[src/hw/rtl/dcs_pkg.sv]
// ----------------------------------------------------------------------------
// dcs_pkg
// Shared types and constants for the distributed-clock PI sync unit.
// ----------------------------------------------------------------------------
package dcs_pkg;

  localparam int unsigned TIME_W   = 32;
  localparam int unsigned STAMP_W  = 64;
  localparam int unsigned EXT_W    = 63;
  localparam int unsigned OFFSET_W = 28;
  localparam int unsigned DELTA_W  = 33;
  localparam int unsigned STEP_W   = 6;

  localparam logic [TIME_W-1:0] CYCLE_TIME_RST = 32'd1000000;
  localparam logic [TIME_W-1:0] SHIFT_TIME_RST = 32'd50000;

  // reciprocal multipliers: x/100 = (x*M100)>>37, x/20 = (x*M20)>>36, x < 2^32
  localparam logic [TIME_W-1:0] M100 = 32'h51EB_851F;
  localparam logic [TIME_W-1:0] M20  = 32'hCCCC_CCCD;

  localparam logic CFG_CYCLE_TIME = 1'b0;
  localparam logic CFG_SHIFT_TIME = 1'b1;

  typedef struct packed {
    logic load;
    logic prep;
    logic step;
    logic fold;
    logic mul_d;
    logic mul_i;
    logic finish;
  } dcs_cmd_t;

  typedef struct packed {
    logic div_last;
  } dcs_sts_t;

endpackage

[src/hw/rtl/dcs_dp.sv]
// ----------------------------------------------------------------------------
// dcs_dp
// Datapath: timestamp extension, bit-serial 64/32 remainder, integral
// counter and reciprocal-multiply offset computation.
// ----------------------------------------------------------------------------
module dcs_dp (
  input  logic                              clk,
  input  logic                              rst_n,
  input  logic                              cfg_we,
  input  logic                              cfg_index,
  input  logic [dcs_pkg::TIME_W-1:0]        cfg_wdata,
  input  logic [dcs_pkg::TIME_W-1:0]        in_dc_time_low,
  input  dcs_pkg::dcs_cmd_t                 cmd,
  output dcs_pkg::dcs_sts_t                 sts,
  output logic signed [dcs_pkg::OFFSET_W-1:0] out_offset_ns,
  output logic [dcs_pkg::EXT_W-1:0]         out_extended_time
);
  import dcs_pkg::*;

  logic [TIME_W-1:0]         cycle_time_r;
  logic [TIME_W-1:0]         shift_time_r;
  logic [TIME_W-1:0]         last_r;
  logic [STAMP_W-1:0]        stamp_r;
  logic signed [TIME_W-1:0]  integ_r;
  logic [STAMP_W-1:0]        quo_r;
  logic [TIME_W-1:0]         rem_r;
  logic [STEP_W-1:0]         cnt_r;
  logic signed [DELTA_W-1:0] delta_r;
  logic [STAMP_W-1:0]        prod_r;
  logic [26:0]               qd_r;
  logic signed [OFFSET_W-1:0] offset_r;
  logic [EXT_W-1:0]          ext_r;

  logic [TIME_W-1:0]         hi_nxt;
  logic [TIME_W:0]           trial;
  logic [TIME_W:0]           trial_sub;
  logic signed [DELTA_W-1:0] delta_nxt;
  logic signed [TIME_W-1:0]  integ_nxt;
  logic [DELTA_W-1:0]        abs_d_full;
  logic [TIME_W-1:0]         abs_d;
  logic [TIME_W-1:0]         abs_i;
  logic [TIME_W-1:0]         mul_a;
  logic [TIME_W-1:0]         mul_b;
  logic [OFFSET_W:0]         term_d;
  logic [OFFSET_W:0]         term_i;
  logic [OFFSET_W:0]         offset_sum;

  assign hi_nxt    = stamp_r[STAMP_W-1:TIME_W] +
                     ((in_dc_time_low < last_r) ? 32'd1 : 32'd0);
  assign trial     = {rem_r, quo_r[STAMP_W-1]};
  assign trial_sub = trial - {1'b0, cycle_time_r};

  always_comb begin
    if (cycle_time_r == '0) begin
      delta_nxt = '0;
    end else if (rem_r > (cycle_time_r >> 1)) begin
      delta_nxt = $signed({1'b0, rem_r} - {1'b0, cycle_time_r});
    end else begin
      delta_nxt = $signed({1'b0, rem_r});
    end
    integ_nxt = integ_r;
    if (delta_nxt > 0 && integ_r != 32'sh7FFF_FFFF) begin
      integ_nxt = integ_r + 32'sd1;
    end else if (delta_nxt < 0 && integ_r != 32'sh8000_0000) begin
      integ_nxt = integ_r - 32'sd1;
    end
  end

  assign abs_d_full = delta_r[DELTA_W-1] ? (-delta_r) : delta_r;
  assign abs_d      = abs_d_full[TIME_W-1:0];
  assign abs_i      = integ_r[TIME_W-1] ? (-integ_r) : integ_r;
  assign mul_a      = cmd.mul_i ? abs_i : abs_d;
  assign mul_b      = cmd.mul_i ? M20 : M100;

  assign term_d     = delta_r[DELTA_W-1] ? {2'b00, qd_r} : -{2'b00, qd_r};
  assign term_i     = integ_r[TIME_W-1] ? {1'b0, prod_r[63:36]} : -{1'b0, prod_r[63:36]};
  assign offset_sum = term_d + term_i;

  assign sts.div_last = (cnt_r == '1);

  always_ff @(posedge clk) begin
    if (!rst_n) begin
      cycle_time_r <= CYCLE_TIME_RST;
      shift_time_r <= SHIFT_TIME_RST;
      last_r       <= '0;
      stamp_r      <= '0;
      integ_r      <= '0;
    end else begin
      if (cfg_we) begin
        unique case (cfg_index)
          CFG_CYCLE_TIME: cycle_time_r <= cfg_wdata;
          CFG_SHIFT_TIME: shift_time_r <= cfg_wdata;
          default:        ;
        endcase
      end
      if (cmd.load) begin
        stamp_r <= {hi_nxt, in_dc_time_low};
        last_r  <= in_dc_time_low;
      end
      if (cmd.fold) begin
        integ_r <= integ_nxt;
      end
    end
  end

  always_ff @(posedge clk) begin
    if (cmd.prep) begin
      quo_r <= stamp_r + {32'd0, shift_time_r};
      rem_r <= '0;
      cnt_r <= '0;
    end else if (cmd.step) begin
      quo_r <= {quo_r[STAMP_W-2:0], 1'b0};
      rem_r <= trial_sub[TIME_W] ? trial[TIME_W-1:0] : trial_sub[TIME_W-1:0];
      cnt_r <= cnt_r + 6'd1;
    end
    if (cmd.fold) begin
      delta_r <= delta_nxt;
    end
    if (cmd.mul_d || cmd.mul_i) begin
      prod_r <= mul_a * mul_b;
    end
    if (cmd.mul_i) begin
      qd_r <= prod_r[63:37];
    end
    if (cmd.finish) begin
      offset_r <= $signed(offset_sum[OFFSET_W-1:0]);
      ext_r    <= stamp_r[EXT_W-1:0];
    end
  end

  assign out_offset_ns     = offset_r;
  assign out_extended_time = ext_r;

endmodule

[src/hw/rtl/dcs_ctrl.sv]
// ----------------------------------------------------------------------------
// dcs_ctrl
// Sequencer: accepts a beat, runs the remainder loop and the offset steps,
// and hands the result to the output register.
// ----------------------------------------------------------------------------
module dcs_ctrl (
  input  logic               clk,
  input  logic               rst_n,
  input  logic               in_valid,
  output logic               in_stall,
  output logic               out_valid,
  input  logic               out_stall,
  input  dcs_pkg::dcs_sts_t  sts,
  output dcs_pkg::dcs_cmd_t  cmd
);
  import dcs_pkg::*;

  typedef enum logic [2:0] {
    S_IDLE,
    S_PREP,
    S_DIV,
    S_FOLD,
    S_MUL_D,
    S_MUL_I,
    S_FIN
  } state_t;

  state_t state_r, state_nxt;
  logic   out_valid_r, out_valid_nxt;
  logic   out_free;

  assign out_free = !out_valid_r || !out_stall;
  assign in_stall = (state_r != S_IDLE);

  always_comb begin
    cmd        = '0;
    cmd.load   = (state_r == S_IDLE) && in_valid;
    cmd.prep   = (state_r == S_PREP);
    cmd.step   = (state_r == S_DIV);
    cmd.fold   = (state_r == S_FOLD);
    cmd.mul_d  = (state_r == S_MUL_D);
    cmd.mul_i  = (state_r == S_MUL_I);
    cmd.finish = (state_r == S_FIN) && out_free;

    state_nxt = state_r;
    unique case (state_r)
      S_IDLE:  if (in_valid) state_nxt = S_PREP;
      S_PREP:  state_nxt = S_DIV;
      S_DIV:   if (sts.div_last) state_nxt = S_FOLD;
      S_FOLD:  state_nxt = S_MUL_D;
      S_MUL_D: state_nxt = S_MUL_I;
      S_MUL_I: state_nxt = S_FIN;
      S_FIN:   if (out_free) state_nxt = S_IDLE;
      default: state_nxt = S_IDLE;
    endcase

    out_valid_nxt = out_valid_r;
    if (cmd.finish) begin
      out_valid_nxt = 1'b1;
    end else if (!out_stall) begin
      out_valid_nxt = 1'b0;
    end
  end

  always_ff @(posedge clk) begin
    if (!rst_n) begin
      state_r     <= S_IDLE;
      out_valid_r <= 1'b0;
    end else begin
      state_r     <= state_nxt;
      out_valid_r <= out_valid_nxt;
    end
  end

  assign out_valid = out_valid_r;

endmodule

[src/hw/rtl/dc_clock_sync_pi_unit.sv]
// ----------------------------------------------------------------------------
// dc_clock_sync_pi_unit
// PI phase-lock controller for a 32-bit distributed clock.
//
// Input channel: one beat per control cycle carries in_dc_time_low. The
// reading is extended into a 64-bit timestamp past each wrap.
// Result channel: one beat per input beat, out_offset_ns (signed correction)
// and out_extended_time (low 63 bits of the timestamp).
// Config port: cfg_index 0 is cycle_time, 1 is shift_time; write only while
// idle.
// Steps: prep, the bit-serial 64-bit remainder, fold, two multiply steps
// and finish, which loads the output register.
// Flow: in_stall is high while an item is in work, so a new beat is taken
// only once the last item is finished. A result waiting under out_stall
// does not block the next input.
// Reset: timestamp, last reading and integral clear; cycle_time goes to
// 1000000 and shift_time to 50000; no result pending.
// A stalled result holds until taken; a finished item waits on it.
// ----------------------------------------------------------------------------
module dc_clock_sync_pi_unit (
  input  logic                                 clk,
  input  logic                                 rst_n,
  input  logic                                 cfg_we,
  input  logic                                 cfg_index,
  input  logic [dcs_pkg::TIME_W-1:0]           cfg_wdata,
  input  logic                                 in_valid,
  output logic                                 in_stall,
  input  logic [dcs_pkg::TIME_W-1:0]           in_dc_time_low,
  output logic                                 out_valid,
  input  logic                                 out_stall,
  output logic signed [dcs_pkg::OFFSET_W-1:0]  out_offset_ns,
  output logic [dcs_pkg::EXT_W-1:0]            out_extended_time
);
  import dcs_pkg::*;

  dcs_cmd_t cmd;
  dcs_sts_t sts;

  dcs_ctrl u_ctrl (
    .clk       (clk),
    .rst_n     (rst_n),
    .in_valid  (in_valid),
    .in_stall  (in_stall),
    .out_valid (out_valid),
    .out_stall (out_stall),
    .sts       (sts),
    .cmd       (cmd)
  );

  dcs_dp u_dp (
    .clk               (clk),
    .rst_n             (rst_n),
    .cfg_we            (cfg_we),
    .cfg_index         (cfg_index),
    .cfg_wdata         (cfg_wdata),
    .in_dc_time_low    (in_dc_time_low),
    .cmd               (cmd),
    .sts               (sts),
    .out_offset_ns     (out_offset_ns),
    .out_extended_time (out_extended_time)
  );

endmodule
[config.mk]
export PLATFORM = sky130hd
export DESIGN_NAME = dc_clock_sync_pi_unit
export DESIGN_NICKNAME = d
export VERILOG_FILES = /design/src/hw/rtl/dcs_pkg.sv /design/src/hw/rtl/dcs_dp.sv /design/src/hw/rtl/dcs_ctrl.sv /design/src/hw/rtl/dc_clock_sync_pi_unit.sv
export SDC_FILE = /design/constraint.sdc
export NUM_CORES = 2
export LEC_CHECK = 0
export ABC_AREA = 1
export BUFFER_PORTS_ARGS = -buffer_cell sky130_fd_sc_hd__buf_4
export CORE_MARGIN = 1
export CORE_UTILIZATION = 55
export DETAILED_ROUTE_END_ITERATION = 10
export PLACE_DENSITY = 0.72
export SETUP_SLACK_MARGIN = 0.15
export SLEW_MARGIN = 20
export SYNTH_ARGS = -nofsm -noshare
export SYNTH_HDL_FRONTEND = slang
export SYNTH_HIERARCHICAL = 1
export SYNTH_SLANG_ARGS = --single-unit
[constraint.sdc]
create_clock -name clk -period 10.7 [get_ports clk]
set_input_delay 0.535 -clock clk [delete_from_list [all_inputs] [get_ports clk]]
set_output_delay 0.535 -clock clk [all_outputs]
set_load 0.01 [all_outputs]
==> results.yml <==
outcome:
  status: "complete, no violations"
die:
  ioPinCount: 163
  die_h_um: 319
  die_w_um: 319
  fp.coreArea_um2: 99000
  start_util: 0.558
  die-area_um2: 102000
  fp-row-count: 115
worst_setup_path:
  arrival_ns: 10.22
  critical_path.max_fanout: 9
  endpoint_kind: "flop"
  crit_type: "flop to flop"
  cp_common_cell: "inv_1"
  cp_slowest_cell: "fa_1"
  r2r_slack_ns: 0.83
  regToRegEndpoint: "u_dp/prod_r[63]$_DFFE_PP_"
  critical_path.endpoint: "u_dp/prod_r[63]$_DFFE_PP_"
  critPathRequiredTime_ns: 11.05
  startpoint: "u_dp/integ_r[1]$_SDFFE_PN0P_"
  ff2ff_path_depth: 41
  max_stage_delay_ns: 0.67
  start_kind: "flop"
  rr_startpoint: "u_dp/integ_r[1]$_SDFFE_PN0P_"
global_route:
  grt_pass1_wl_um: 268000
  overflow: 0
  antenna_found_initial: 1
  grt_pass1_vias: 46800
  grt_max_degree: 100
  grt_util_all_layers: 0.346
synthesis:
  syn-cell-area_um2: 55300
  synth_ff_type: "edfxtp_1"
  syn_inst: 6824
  seq_area_frac_synth: 0.205
  synth_seq_cells: 445
  synth_async_sr_flop_share: 0
  yosysUniqueCellTypes: 59
  synth.net_count: 8183
  syn_avg_cell_area_um2: 8.10
  synth_edf_count: 243
  yosys_warnings: 6
clock_network:
  cts.clk_slew.worst_paths_ns: 0.06
  cts_buffers: 51
  cts_setup_buffers: 0
  cts_htree_levels: 2
  cts_tree: "built"
  insertion_delay_ns: 0.64
  clockBufferDepth: 3
  cts_root_buf: "clkbuf_16"
  numClockSinks: 445
drt:
  ant_nets: 0
  drt_pass1_iterations: 6
  drc_errors: 0
  vias_per_cell: 5.51
  dr_total_vias: 46000
  drtIter0Drc: 3654
  wl_per_cell_um: 21.0
  wl_um: 175000
place:
  dp_hpwl_um: 148000
  gp_congestion: 1.02
  io_buffers: 162
sta:
  min_period_ns: 9.87
  finalHoldViolCount: 0
  fmax_mhz: 101
  fin_skew_ns: 0.0325
  final.setup.tns_ns: 0
  fin_crit_sh: 0.922
  setup_viol: 0
  tightest_slew_ns: 1.14
  rsz0062_at_grt: "no"
  drv_slew: 0
  relSlewSlack: 0.242
final_layout:
  antenna_cells: 0
  drive_gt1_frac: 0.0590
  area_growth_pct: 8.66
  final_common_cell: "inv_1"
  finalNetCount: 8372
  mostFrequentLayoutCells: "1721 x inv_1, 1014 x nand2_1, 648 x fa_1"
worst_hold_path:
  worstHoldPathType: "input pin to flop"
run:
  cap_viol_max_count: 0
==> per-stage QoR <==
step | hold WS (ns) | setup WS, ns | instances | util | area (um2)
5_1_grt | 0.120 | 0.179 | 8342 | 0.607 | 60000
6_report | 0.131 | 0.832 | 8342 | 0.607 | 60000
3_5_place_dp | 0.459 | 0.883 | 8247 | 0.589 | 58300
3_3_place_gp | 0.458 | 1.05 | 8247 | 0.589 | 58300
2_1_floorplan | 0.426 | 1.08 | 6824 | - | 55300
4_1_cts | 0.107 | 0.856 | 8342 | 0.606 | 60000
==> repair_timing <==
item	4_1_cts	5_1_grt
gates resized for setup	0	2
hold buffers	0	0
endpoints found under the setup margin	0	2
==> registers in the layout, indices dropped and copies added (netlist names), 27 cells and up <==
name,flops
u_dp/qd_r,27
u_dp/out_extended_time,63
u_dp/rem_r,32
u_dp/integ_r,32
u_dp/stamp_r,33
u_dp/cycle_time_r,32
u_dp/last_r,31
u_dp/prod_r,28
u_dp/shift_time_r,32
u_dp/out_offset_ns,28
u_dp/delta_r,33
u_dp/quo_r,64
==> synth_stat cells, drive strengths merged, types with 54 or more instances <==
cell    number  area share
a21oi      433       0.041
a31oi       54      0.0061
clkbuf      87      0.0059
dfxtp      202       0.073
edfxtp     243        0.13
fa         648        0.23
ha         641        0.15
inv       1732        0.12
nand2     1027       0.071
nand3      179       0.017
nor2       597       0.041
nor3       128       0.012
o21ai      332       0.030
xnor2      103       0.016
xor2       135       0.021
==> worst max-delay path, delay by kind of cell (launching register included) <==
family,cells,cell delay [ns]
compound gates,8,1.56
xor+xnor,1,0.10
fa+ha+maj,9,4.52
buf+inv,10,0.83
flops,1,0.36
simple gates,13,2.18
==> how the worst min path moves through the flow <==
stage                                       start                              endpoint  slack, ns  cells past startpoint
finish                               cfg_wdata[6]     u_dp/shift_time_r[6]$_SDFFE_PN1P_       0.13                      3
global route                         cfg_wdata[6]     u_dp/shift_time_r[6]$_SDFFE_PN1P_       0.12                      3
CTS                                  cfg_wdata[6]     u_dp/shift_time_r[6]$_SDFFE_PN1P_       0.11                      3
detailed placement    u_dp/last_r[1]$_SDFFE_PN0P_   u_dp/out_extended_time[1]$_DFFE_PP_       0.46                      0
global placement    u_dp/stamp_r[62]$_SDFFE_PN0P_  u_dp/out_extended_time[62]$_DFFE_PP_       0.46                      0
floorplan               u_dp/prod_r[40]$_DFFE_PP_                u_dp/qd_r[3]$_DFFE_PP_       0.43                      0
==> final cells by class <==
cell class,count,area [um2]
Multi-Input combinational cell,4536,37000
Inverter,1734,6510
Fill cell,8973,39000
Timing Repair Buffer,245,1850
Clock buffer,70,1440
Sequential cell,445,11300
Clock inverter,25,305
Tap cell,1287,1610
==> kinds of logic (layout without fill, tap and decap cells) <==
kind of cell,Yosys count,after routing,synth area share
AO/OA/AOI/OAI,963,963,0.0966
XOR/XNOR,238,238,0.0377
adder cells (fa/ha/maj),1289,1289,0.380
buffers and inverters,1843,2074,0.126
flip-flops,445,445,0.205
other,1,1,0.0000679
AND/OR/NAND/NOR,2045,2045,0.154
==> per-layer routing <==
layer,global-route usage,vias to the layer above,wire (um)
met5,0,-,13
li1,-,21700,-
met3,0.0514,500,12000
met4,0.209,2,12600
met2,0.571,1616,80700
met1,0.428,22100,69800
Power is not shown: default switching activity piles up to over one toggle a cycle in this logic, so the estimate is an artifact.
